--- config.mk ---
export PLATFORM = sky130hd
export DESIGN_NAME = backlight_fade_controller_flat
export DESIGN_NICKNAME = d
export VERILOG_FILES = /design/src/rtl/blf_pkg.sv /design/src/rtl/blf_if.sv /design/src/rtl/blf_regs.sv /design/src/rtl/blf_mul.sv /design/src/rtl/backlight_fade_controller.sv /design/src/flat_wrapper.sv
export SDC_FILE = /design/constraint.sdc
export NUM_CORES = 1
export LEC_CHECK = 0
export ABC_AREA = 1
export BUFFER_PORTS_ARGS = -buffer_cell sky130_fd_sc_hd__buf_2
export CAP_MARGIN = 20
export CORE_ASPECT_RATIO = 0.6
export CORE_MARGIN = 4
export CORE_UTILIZATION = 56
export CTS_BUF_LIST = sky130_fd_sc_hd__clkbuf_16
export DETAILED_ROUTE_END_ITERATION = 10
export PLACE_DENSITY = 0.72
export SLEW_MARGIN = 20
export SYNTH_ARGS = -nofsm -noshare
export SYNTH_HDL_FRONTEND = slang
export SYNTH_SLANG_ARGS = --single-unit
--- constraint.sdc ---
create_clock -name clk -period 8.5 [get_ports clk]
set_clock_uncertainty 0.15 [all_clocks]
set_input_delay 1.7 -clock clk [delete_from_list [all_inputs] [get_ports clk]]
set_output_delay 1.7 -clock clk [all_outputs]
set_load 0.01 [all_outputs]
--- src/rtl/blf_pkg.sv ---
`default_nettype none

package blf_pkg;

  // event codes
  typedef enum logic [1:0] {
    OP_TICK = 2'd0,
    OP_ON   = 2'd1,
    OP_OFF  = 2'd2,
    OP_SET  = 2'd3
  } op_t;

  // register indexes on the apb port
  typedef enum logic [1:0] {
    REG_MAX_BRIGHTNESS = 2'd0,
    REG_TIMEOUT_SELECT = 2'd1,
    REG_PWM_PERIOD     = 2'd2,
    REG_UNUSED         = 2'd3
  } reg_idx_t;

  localparam int ADDR_W = 4;
  localparam int DATA_W = 32;

  // fade and level constants
  localparam logic [4:0] FADE_STEPS = 5'd20;
  localparam logic [7:0] FULL_LEVEL = 8'd10;

  // reset values of the configuration registers
  localparam logic [7:0]  MAX_BRIGHTNESS_RST = 8'd10;
  localparam logic [2:0]  TIMEOUT_SELECT_RST = 3'd1;
  localparam logic [15:0] PWM_PERIOD_RST     = 16'd1023;

  // reciprocal constants for division by constants
  // x / 20 for x < 8192: (x * 6554) >> 17
  localparam logic [15:0] DIV20_MUL   = 16'd6554;
  localparam int          DIV20_SHIFT = 17;
  // x / 10 for 16-bit x: (x * 52429) >> 19
  localparam logic [15:0] DIV10_MUL   = 16'd52429;
  localparam int          DIV10_SHIFT = 19;
  // x / 10 for x < 1024: (x * 205) >> 11
  localparam logic [15:0] DIV10S_MUL   = 16'd205;
  localparam int          DIV10S_SHIFT = 11;

  typedef struct packed {
    logic [7:0]  max_brightness;
    logic [2:0]  timeout_select;
    logic [15:0] pwm_period;
  } cfg_t;

  // off-countdown in half seconds per timeout choice
  function automatic logic [8:0] countdown_of(input logic [2:0] sel);
    logic [8:0] val;
    unique case (sel)
      3'd1:    val = 9'd11;
      3'd2:    val = 9'd21;
      3'd3:    val = 9'd41;
      3'd4:    val = 9'd121;
      3'd5:    val = 9'd241;
      3'd6:    val = 9'd481;
      default: val = 9'd0;
    endcase
    return val;
  endfunction

endpackage

`default_nettype wire

--- src/rtl/blf_if.sv ---
`default_nettype none

// event channel
interface blf_in_if;
  logic       valid;
  logic       ready;
  logic [1:0] opcode;
  logic [7:0] new_level;

  modport source (output valid, output opcode, output new_level, input ready);
  modport sink (input valid, input opcode, input new_level, output ready);
endinterface

// result channel
interface blf_out_if;
  logic        valid;
  logic        ready;
  logic [15:0] pwm_compare;
  logic        light_is_on;
  logic [7:0]  level_now;
  logic [8:0]  countdown_load;
  logic        countdown_load_valid;

  modport source (output valid, output pwm_compare, output light_is_on, output level_now,
                  output countdown_load, output countdown_load_valid, input ready);
  modport sink (input valid, input pwm_compare, input light_is_on, input level_now,
                input countdown_load, input countdown_load_valid, output ready);
endinterface

`default_nettype wire

--- src/rtl/blf_regs.sv ---
`default_nettype none

module blf_regs (
  input  wire logic                       clk,
  input  wire logic                       rst,
  input  wire logic                       psel,
  input  wire logic                       penable,
  input  wire logic                       pwrite,
  input  wire logic [blf_pkg::ADDR_W-1:0] paddr,
  input  wire logic [blf_pkg::DATA_W-1:0] pwdata,
  output logic      [blf_pkg::DATA_W-1:0] prdata,
  output logic                            pready,
  output blf_pkg::cfg_t                   cfg
);
  import blf_pkg::*;

  reg_idx_t idx;
  logic     wr_en;

  assign pready = 1'b1;
  assign idx    = reg_idx_t'(paddr[3:2]);
  assign wr_en  = psel && penable && pwrite && pready;

  // register writes
  always_ff @(posedge clk) begin
    if (rst) begin
      cfg.max_brightness <= MAX_BRIGHTNESS_RST;
      cfg.timeout_select <= TIMEOUT_SELECT_RST;
      cfg.pwm_period     <= PWM_PERIOD_RST;
    end else if (wr_en) begin
      unique case (idx)
        REG_MAX_BRIGHTNESS: cfg.max_brightness <= pwdata[7:0];
        REG_TIMEOUT_SELECT: cfg.timeout_select <= pwdata[2:0];
        REG_PWM_PERIOD:     cfg.pwm_period     <= pwdata[15:0];
        REG_UNUSED:         ;
      endcase
    end
  end

  // read mux
  always_comb begin
    unique case (idx)
      REG_MAX_BRIGHTNESS: prdata = {24'd0, cfg.max_brightness};
      REG_TIMEOUT_SELECT: prdata = {29'd0, cfg.timeout_select};
      REG_PWM_PERIOD:     prdata = {16'd0, cfg.pwm_period};
      REG_UNUSED:         prdata = '0;
    endcase
  end

endmodule

`default_nettype wire

--- src/rtl/blf_mul.sv ---
`default_nettype none

module blf_mul (
  input  wire logic        clk,
  input  wire logic [15:0] a,
  input  wire logic [15:0] b,
  output logic      [31:0] prod
);

  // registered 16x16 product, one result per cycle
  always_ff @(posedge clk) begin
    prod <= 32'(a) * 32'(b);
  end

endmodule

`default_nettype wire

--- src/rtl/backlight_fade_controller.sv ---
// sequence: an event is taken in S_IDLE and runs S_CMP, then S_DONE at or above full
// level, or S_CMP_Q, S_CMP_R, S_CMP_F and S_CMP_E before S_DONE below it; a tick that
// steps a fade runs S_MIX_A to S_MIX_D first; S_DONE waits for a free result register.
// only an idle sequencer takes events; all products use the one shared 16x16 multiplier
// reset: synchronous rst clears the fade state and level, sets the registers to
// their defaults and empties the result register; no clearing pass is needed
`default_nettype none

module backlight_fade_controller (
  input  wire logic                       clk,
  input  wire logic                       rst,
  blf_in_if.sink                          events,
  blf_out_if.source                       results,
  input  wire logic                       psel,
  input  wire logic                       penable,
  input  wire logic                       pwrite,
  input  wire logic [blf_pkg::ADDR_W-1:0] paddr,
  input  wire logic [blf_pkg::DATA_W-1:0] pwdata,
  output logic      [blf_pkg::DATA_W-1:0] prdata,
  output logic                            pready
);
  import blf_pkg::*;

  typedef enum logic [3:0] {
    S_IDLE,
    S_MIX_A,
    S_MIX_B,
    S_MIX_S,
    S_MIX_D,
    S_CMP,
    S_CMP_Q,
    S_CMP_R,
    S_CMP_F,
    S_CMP_E,
    S_DONE
  } state_t;

  state_t      state;
  cfg_t        cfg;

  logic [7:0]  target_level;
  logic [7:0]  fade_from_level;
  logic [4:0]  fade_step;
  logic        fade_active;
  logic [7:0]  applied_level;
  logic        on_flag;

  logic [15:0] acc;
  logic [3:0]  rem_r;
  logic [15:0] cmp_r;
  logic [8:0]  load_r;
  logic        load_valid_r;

  logic        out_valid;
  logic [15:0] out_compare;
  logic        out_on;
  logic [7:0]  out_level;
  logic [8:0]  out_load;
  logic        out_load_valid;

  logic [15:0] mul_a;
  logic [15:0] mul_b;
  logic [31:0] prod;

  logic [4:0]  step_inc;
  logic [12:0] quot10;
  logic [15:0] rem_full;
  logic [12:0] mix_sum;
  op_t         op;

  // configuration registers
  blf_regs u_regs (
    .clk     (clk),
    .rst     (rst),
    .psel    (psel),
    .penable (penable),
    .pwrite  (pwrite),
    .paddr   (paddr),
    .pwdata  (pwdata),
    .prdata  (prdata),
    .pready  (pready),
    .cfg     (cfg)
  );

  // shared multiplier
  blf_mul u_mul (
    .clk  (clk),
    .a    (mul_a),
    .b    (mul_b),
    .prod (prod)
  );

  assign op       = op_t'(events.opcode);
  assign step_inc = fade_step + 5'd1;
  assign quot10   = prod[DIV10_SHIFT +: 13];
  assign rem_full = cfg.pwm_period - ({quot10, 3'b000} + {2'b00, quot10, 1'b0});
  assign mix_sum  = acc[12:0] + prod[12:0];

  // operand selection per sequencer step
  always_comb begin
    mul_a = '0;
    mul_b = '0;
    unique case (state)
      S_MIX_A: begin
        mul_a = {8'd0, fade_from_level};
        mul_b = {11'd0, FADE_STEPS - fade_step};
      end
      S_MIX_B: begin
        mul_a = {8'd0, target_level};
        mul_b = {11'd0, fade_step};
      end
      S_MIX_S: begin
        mul_a = {3'd0, mix_sum};
        mul_b = DIV20_MUL;
      end
      S_CMP: begin
        mul_a = cfg.pwm_period;
        mul_b = DIV10_MUL;
      end
      S_CMP_Q: begin
        mul_a = {8'd0, applied_level};
        mul_b = {3'd0, quot10};
      end
      S_CMP_R: begin
        mul_a = {8'd0, applied_level};
        mul_b = {12'd0, rem_r};
      end
      S_CMP_F: begin
        mul_a = {9'd0, prod[6:0]};
        mul_b = DIV10S_MUL;
      end
      S_IDLE, S_MIX_D, S_CMP_E, S_DONE: begin
        mul_a = '0;
        mul_b = '0;
      end
      default: begin
        mul_a = '0;
        mul_b = '0;
      end
    endcase
  end

  // sequencer, fade state and result register
  always_ff @(posedge clk) begin
    if (rst) begin
      state           <= S_IDLE;
      target_level    <= '0;
      fade_from_level <= '0;
      fade_step       <= '0;
      fade_active     <= 1'b0;
      applied_level   <= '0;
      on_flag         <= 1'b0;
      out_valid       <= 1'b0;
    end else begin
      if (out_valid && results.ready && state != S_DONE) begin
        out_valid <= 1'b0;
      end
      unique case (state)
        S_IDLE: begin
          if (events.valid) begin
            unique case (op)
              OP_TICK: begin
                load_r       <= '0;
                load_valid_r <= 1'b0;
                if (fade_active && target_level != fade_from_level &&
                    step_inc < FADE_STEPS) begin
                  // intermediate fade step goes through the mixer
                  fade_step <= step_inc;
                  state     <= S_MIX_A;
                end else begin
                  state <= S_CMP;
                  if (fade_active) begin
                    applied_level <= target_level;
                    on_flag       <= (target_level != '0);
                    fade_active   <= 1'b0;
                    if (target_level != fade_from_level) begin
                      fade_step       <= '0;
                      fade_from_level <= target_level;
                    end
                  end
                end
              end
              OP_ON, OP_OFF: begin
                load_valid_r <= 1'b1;
                state        <= S_CMP;
                if (op == OP_OFF || cfg.timeout_select == '0) begin
                  // start fade out from the present level
                  target_level    <= '0;
                  fade_from_level <= applied_level;
                  fade_step       <= '0;
                  fade_active     <= 1'b1;
                  load_r          <= '0;
                end else begin
                  target_level    <= cfg.max_brightness;
                  fade_from_level <= cfg.max_brightness;
                  fade_step       <= '0;
                  fade_active     <= 1'b0;
                  applied_level   <= cfg.max_brightness;
                  on_flag         <= (cfg.max_brightness != '0);
                  load_r          <= countdown_of(cfg.timeout_select);
                end
              end
              OP_SET: begin
                load_r        <= '0;
                load_valid_r  <= 1'b0;
                state         <= S_CMP;
                fade_active   <= 1'b0;
                fade_step     <= '0;
                target_level  <= events.new_level;
                applied_level <= events.new_level;
                on_flag       <= (events.new_level != '0);
              end
            endcase
          end
        end
        // from * (steps - step) is being formed
        S_MIX_A: state <= S_MIX_B;
        S_MIX_B: begin
          acc   <= prod[15:0];
          state <= S_MIX_S;
        end
        S_MIX_S: state <= S_MIX_D;
        // mixed sum divided by the step count
        S_MIX_D: begin
          applied_level <= prod[DIV20_SHIFT +: 8];
          on_flag       <= (prod[DIV20_SHIFT +: 8] != '0);
          state         <= S_CMP;
        end
        S_CMP: begin
          if (applied_level >= FULL_LEVEL) begin
            cmp_r <= cfg.pwm_period;
            state <= S_DONE;
          end else begin
            state <= S_CMP_Q;
          end
        end
        // period split into quotient and remainder by ten
        S_CMP_Q: begin
          rem_r <= rem_full[3:0];
          state <= S_CMP_R;
        end
        S_CMP_R: begin
          acc   <= prod[15:0];
          state <= S_CMP_F;
        end
        S_CMP_F: state <= S_CMP_E;
        S_CMP_E: begin
          cmp_r <= acc + {12'd0, prod[DIV10S_SHIFT +: 4]};
          state <= S_DONE;
        end
        // hand the result to the output register once it is free
        S_DONE: begin
          if (!out_valid || results.ready) begin
            out_valid      <= 1'b1;
            out_compare    <= cmp_r;
            out_on         <= on_flag;
            out_level      <= applied_level;
            out_load       <= load_r;
            out_load_valid <= load_valid_r;
            state          <= S_IDLE;
          end
        end
        default: state <= S_IDLE;
      endcase
    end
  end

  assign events.ready                 = (state == S_IDLE);
  assign results.valid                = out_valid;
  assign results.pwm_compare          = out_compare;
  assign results.light_is_on          = out_on;
  assign results.level_now            = out_level;
  assign results.countdown_load       = out_load;
  assign results.countdown_load_valid = out_load_valid;

  // a fade always runs down to zero
  a_fade_target: assert property (@(posedge clk) disable iff (rst)
    fade_active |-> (target_level == '0))
    else $error("fade active with nonzero target");

  // fade step never reaches the step count
  a_step_range: assert property (@(posedge clk) disable iff (rst)
    fade_step < FADE_STEPS)
    else $error("fade step out of range");

  // on flag tracks the applied level
  a_on_flag: assert property (@(posedge clk) disable iff (rst)
    on_flag == (applied_level != '0))
    else $error("on flag disagrees with applied level");

  // a finished result reaches the output register in the next cycle
  a_result_out: assert property (@(posedge clk) disable iff (rst)
    (state == S_DONE && (!out_valid || results.ready)) |=> (out_valid && state == S_IDLE))
    else $error("finished result not presented");

  // the scaled compare path only runs for levels below full
  a_cmp_path: assert property (@(posedge clk) disable iff (rst)
    (state == S_CMP_Q) |-> (applied_level < FULL_LEVEL))
    else $error("scaled compare taken at full level");

endmodule

`default_nettype wire

--- src/flat_wrapper.sv ---
// flat-port wrapper written by rule: the top's interface ports become plain ports
module backlight_fade_controller_flat import blf_pkg::*;
  (clk, rst, psel, penable, pwrite, paddr, pwdata, prdata, pready, events_valid, events_opcode, events_new_level, events_ready, results_valid, results_pwm_compare, results_light_is_on, results_level_now, results_countdown_load, results_countdown_load_valid, results_ready);
  blf_in_if events_i ();
  blf_out_if results_i ();
  input  wire logic clk;
  input  wire logic rst;
  input  wire logic psel;
  input  wire logic penable;
  input  wire logic pwrite;
  input  wire logic [blf_pkg::ADDR_W-1:0] paddr;
  input  wire logic [blf_pkg::DATA_W-1:0] pwdata;
  output logic      [blf_pkg::DATA_W-1:0] prdata;
  output logic pready;
  input wire logic [$bits(events_i.valid)-1:0] events_valid;
  input wire logic [$bits(events_i.opcode)-1:0] events_opcode;
  input wire logic [$bits(events_i.new_level)-1:0] events_new_level;
  output wire logic [$bits(events_i.ready)-1:0] events_ready;
  output wire logic [$bits(results_i.valid)-1:0] results_valid;
  output wire logic [$bits(results_i.pwm_compare)-1:0] results_pwm_compare;
  output wire logic [$bits(results_i.light_is_on)-1:0] results_light_is_on;
  output wire logic [$bits(results_i.level_now)-1:0] results_level_now;
  output wire logic [$bits(results_i.countdown_load)-1:0] results_countdown_load;
  output wire logic [$bits(results_i.countdown_load_valid)-1:0] results_countdown_load_valid;
  input wire logic [$bits(results_i.ready)-1:0] results_ready;
  assign events_i.valid = events_valid;
  assign events_i.opcode = events_opcode;
  assign events_i.new_level = events_new_level;
  assign events_ready = events_i.ready;
  assign results_valid = results_i.valid;
  assign results_pwm_compare = results_i.pwm_compare;
  assign results_light_is_on = results_i.light_is_on;
  assign results_level_now = results_i.level_now;
  assign results_countdown_load = results_i.countdown_load;
  assign results_countdown_load_valid = results_i.countdown_load_valid;
  assign results_i.ready = results_ready;
  backlight_fade_controller u_core (.clk(clk), .rst(rst), .events(events_i), .results(results_i), .psel(psel), .penable(penable), .pwrite(pwrite), .paddr(paddr), .pwdata(pwdata), .prdata(prdata), .pready(pready));
endmodule
==> report_table.html <==
<table>
<tr><th>Metric</th><th>Value</th></tr>
<tr><th colspan="2">Routing</th></tr>
<tr><td>Total iterations of the first detailed-routing run</td><td>9</td></tr>
<tr><td>Number of DRC violations after detailed-routing iteration 0</td><td>1701</td></tr>
<tr><td>Vias</td><td>14.3k</td></tr>
<tr><td>Number of design rule violations left after detail routing</td><td>0</td></tr>
<tr><td>Antenna violation net count after detailed routing</td><td>0</td></tr>
<tr><td>DR vias/cell</td><td>5.47</td></tr>
<tr><td>Total detailed-routing wirelength</td><td>50600 um</td></tr>
<tr><td>Final routed wire length divided by cell count</td><td>19.3 um</td></tr>
<tr><th colspan="2">Logic synthesis</th></tr>
<tr><td>Share of async-settable or async-resettable flops after synthesis</td><td>0</td></tr>
<tr><td>Post-synth top flop</td><td>dfxtp_1</td></tr>
<tr><td>Mapped Area</td><td>16900 sq um</td></tr>
<tr><td>Post-Synthesis Mean Instance Area</td><td>8.10 sq um</td></tr>
<tr><td>Synth warn</td><td>0</td></tr>
<tr><td>Post-synthesis sequential area ratio</td><td>0.255</td></tr>
<tr><td>Number of synthesized flops with an enable pin</td><td>81</td></tr>
<tr><td>Post-synth top area share</td><td>0.212</td></tr>
<tr><td>Synth area leaders</td><td>fa_1 (21%), edfxtp_1 (14%), dfxtp_1 (11%), inv_1 (11%), ha_1 (11%)</td></tr>
<tr><td>Synth cell types</td><td>52</td></tr>
<tr><td>Count of mapped cells out of synthesis</td><td>2086</td></tr>
<tr><td>Yosys top cell by area</td><td>fa_1</td></tr>
<tr><td>Register bit count reported by yosys</td><td>175</td></tr>
<tr><th colspan="2">Worst setup path</th></tr>
<tr><td>Beginning of the worst register-to-register path</td><td>u_core.u_mul.prod[0]</td></tr>
<tr><td>Largest stage delay on the critical path</td><td>550 ps</td></tr>
<tr><td>Endpoint of the worst-slack reg-to-reg timing path</td><td>u_core.u_mul.prod[27]</td></tr>
<tr><td>Critical-path cell with the highest stage delay</td><td>fa_1</td></tr>
<tr><td>Flop2flop setup slack</td><td>520 ps</td></tr>
<tr><td>Maximum fanout along the worst path</td><td>5</td></tr>
<tr><td>Required @ worst endpoint</td><td>8660 ps</td></tr>
<tr><td>Arrival time at the worst endpoint</td><td>8140 ps</td></tr>
<tr><td>Worst setup path category</td><td>flop to flop</td></tr>
<tr><td>Path depth of the worst reg2reg path</td><td>28</td></tr>
<tr><td>Nature of the critical path startpoint</td><td>flop</td></tr>
<tr><td>Endpoint class of the critical path</td><td>flop</td></tr>
<tr><th colspan="2">Clock network</th></tr>
<tr><td>Insertion delay to the later sink of the worst-skew pair</td><td>440 ps</td></tr>
<tr><td>Number of levels in the clock H-tree</td><td>4</td></tr>
<tr><td>Total of hold buffers inserted after clock tree synthesis</td><td>0</td></tr>
<tr><td>Cts bufs inserted</td><td>17</td></tr>
<tr><td>Clock sink count</td><td>175</td></tr>
<tr><td>Clock tree from TritonCTS</td><td>built</td></tr>
<tr><td>Clock edge transition at the registers on the reported setup and hold paths</td><td>70 ps</td></tr>
<tr><td>Master cell of the clock root buffer</td><td>clkbuf_16</td></tr>
<tr><td>Buffers inserted during post-CTS setup optimization</td><td>0</td></tr>
<tr><td>Number of cells upsized or downsized after cts</td><td>0</td></tr>
<tr><td>Max clock buf depth</td><td>2</td></tr>
<tr><th colspan="2">Cells and area</th></tr>
<tr><td>Core Util, Final</td><td>0.629</td></tr>
<tr><td>Number of nets in the finished design</td><td>2579</td></tr>
<tr><td>Area Overhead vs Synth</td><td>8.93%</td></tr>
<tr><td>Ratio of cells with drive above 1 in the final layout</td><td>0.0916</td></tr>
<tr><td>Ant. Diodes</td><td>0</td></tr>
<tr><th colspan="2">Timing</th></tr>
<tr><td>Total count of max-transition violations in the final report</td><td>0</td></tr>
<tr><td>Setup TNS</td><td>0 ps</td></tr>
<tr><td>Tcrit/Tclk final</td><td>0.939</td></tr>
<tr><td>Worst Tran Pin Value</td><td>737 ps</td></tr>
<tr><td>Relative slew slack</td><td>0.507</td></tr>
<tr><td>Final hold violation count</td><td>0</td></tr>
<tr><td>RSZ-0062 raised after global routing</td><td>no</td></tr>
<tr><td>Clock period minus worst slack</td><td>7980 ps</td></tr>
<tr><td># setup viols final</td><td>0</td></tr>
<tr><td>Achievable Freq</td><td>125 MHz</td></tr>
<tr><th colspan="2">Worst hold path</th></tr>
<tr><td>Worst Hold Class</td><td>flop to flop</td></tr>
<tr><td>Critical hold path startpoint</td><td>u_core.load_valid_r</td></tr>
<tr><td>Number of cells traversed by the worst hold path</td><td>0</td></tr>
<tr><td>Hold path endpoint</td><td>u_core.results.countdown_load_valid</td></tr>
<tr><th colspan="2">Run</th></tr>
<tr><td>Max_cap viols</td><td>0</td></tr>
<tr><th colspan="2">Floorplan</th></tr>
<tr><td>Std cell rows</td><td>48</td></tr>
<tr><td>I/O pin count</td><td>123</td></tr>
<tr><td>DIE WIDTH</td><td>232 um</td></tr>
<tr><td>Area of the core region</td><td>29200 sq um</td></tr>
<tr><td>Initial core utilization</td><td>0.577</td></tr>
<tr><td>Height of the chip</td><td>143 um</td></tr>
<tr><td>Die Area</td><td>33100 sq um</td></tr>
<tr><th colspan="2">Pwr</th></tr>
<tr><td>Power per cell area</td><td>287 nW/um^2</td></tr>
<tr><td>Worst voltage drop across the vdd grid</td><td>0.198 mV</td></tr>
<tr><td>Leakage power of the design</td><td>9.30 nW</td></tr>
<tr><th colspan="2">Global route</th></tr>
<tr><td>Number of global-route vias before repair</td><td>13.5k</td></tr>
<tr><td>Met1 layer usage reported by global route</td><td>0.494</td></tr>
<tr><td>Routing usage on met2</td><td>0.387</td></tr>
<tr><td>GRT Resource Usage Total</td><td>0.313</td></tr>
<tr><td>Number of antenna violations at the first check in global routing</td><td>0</td></tr>
<tr><td>GR peak layer</td><td>met1</td></tr>
<tr><td>Final global-route overflow total</td><td>0</td></tr>
<tr><td>Global routing met3 resource utilization</td><td>0.138</td></tr>
<tr><td>Wire length of the first global-routing pass</td><td>78200 um</td></tr>
<tr><td>Pin count of the biggest net entering global routing</td><td>55</td></tr>
<tr><th colspan="2">Placed design</th></tr>
<tr><td>Total of buffers placed on input and output ports</td><td>87</td></tr>
<tr><td>Total half-perimeter wirelength after legalization and detailed placement</td><td>41600 um</td></tr>
<tr><td>Weighted congestion at the end of routability-driven global placement</td><td>0.996</td></tr>
<tr><th colspan="2">Outcome</th></tr>
<tr><td>Outcome</td><td>finished clean</td></tr>
</table>
## layout by cell type (no fill, tap or decap), types with 45 or more instances in the layout
cell / Yosys / final
ha_1: 145 / 145
inv_1: 487 / 488
edfxtp_1: 81 / 81
nand3_1: 94 / 94
nor2_1: 196 / 195
conb_1: 2 / 45
nand2_1: 361 / 361
dfxtp_1: 94 / 94
a21oi_1: 96 / 96
buf_2: 5 / 87
o21ai_0: 70 / 70
fa_1: 179 / 179
## worst max-delay path by stage
stage | cells past startpoint | startpoint | slack [ps] | to
floorplan | 30 | u_core.acc[0] | 2080 | u_core.u_mul.prod[19]
global placement | 28 | u_core.u_mul.prod[0] | 890 | u_core.u_mul.prod[27]
detailed placement | 28 | u_core.u_mul.prod[0] | 820 | u_core.u_mul.prod[27]
CTS | 28 | u_core.u_mul.prod[0] | 780 | u_core.u_mul.prod[27]
global route | 33 | u_core.u_mul.prod[0] | 230 | u_core.u_mul.prod[31]
finish | 28 | u_core.u_mul.prod[0] | 520 | u_core.u_mul.prod[27]
## worst max-delay path: cells and delay by family (launching register included)
family	cells	cell delay [ps]
adders and majority gates	9	4090
buffers and inverters	7	570
xor gates and xnor gates	1	350
and+or+nand+nor	8	1520
AOI/OAI and AO/OA	3	670
DFF	1	490
## cell type report
class	count	area, sq um
repair buffers	105	571
flip-flops and latches	175	4310
clock buffers	17	425
clock inverters	15	150
well taps	400	500
multi-input cells	1391	10500
inverters	512	1920
fillers	2623	10900
## metrics by stage
stage | hold WS, ps | setup slack, ps | instances | area [sq um] | total power, mW
CTS | 274 | 775 | 2615 | 18400 | 5.18
global route | 285 | 228 | 2615 | 18400 | 5.67
floorplan | 236 | 2080 | 2129 | 17100 | 3.37
finish | 274 | 520 | 2615 | 18400 | 5.28
global placement | 252 | 894 | 2583 | 17800 | 4.32
detailed placement | 255 | 824 | 2583 | 17800 | 4.36
## cells by family (layout without fill, tap and decap cells)
kind of cell	after synthesis	after routing	share of synthesized area
xor+xnor	38	38	0.0197
buf+inv	563	649	0.132
simple gates	726	726	0.181
fa+ha+maj	324	324	0.320
compound gates	258	258	0.0914
other cells	2	45	0.000445
flops	175	175	0.255
## registers in the layout, summed over array words and instances, names as in the netlist, 9 cells and up
name,count
u_core.acc,16
u_core.results.pwm_compare,16
u_core.load_r,9
u_core.u_mul.prod,31
u_core.results.countdown_load,9
u_core.u_regs.cfg,27
u_core.cmp_r,16
## cells in the mapped netlist (2+ instances only)
cell	number
inv_1	487
nand2_1	361
nor2_1	196
fa_1	179
ha_1	145
a21oi_1	96
dfxtp_1	94
nand3_1	94
edfxtp_1	81
o21ai_0	70
buf_4	25
xor2_1	24
inv_2	21
nand4_1	19
o211ai_1	19
clkbuf_1	17
o22ai_1	16
xnor2_1	14
a31oi_1	13
nor3_1	12
nand2_2	10
nor2_2	9
nor4_1	8
o21bai_1	8
a21o_1	6
or2_2	6
a221oi_2	5
buf_2	5
o221ai_1	5
clkinv_1	4
nor2_4	4
o21ai_1	4
nand3b_1	3
o21ai_2	3
a211oi_1	2
a21boi_0	2
a21oi_2	2
buf_6	2
conb_1	2
## metal layers
layer	vias to the layer above	part of all wire	routed length, um
met3	62	0.15	7770
li1	6681	-	-
met2	788	0.36	18300
met5	-	0.0025	126
met4	2	0.016	811
met1	6773	0.47	23600
## where the power goes
group | leakage [nW] | switching (mW) | internal, mW
sequential | 1.49 | 0.136 | 1.04
clock | 0.281 | 0.376 | 0.413
combinational | 7.52 | 2.26 | 1.06
total | 9.30 | 2.77 | 2.52
No activity file was read; power rests on OpenSTA's default activity.
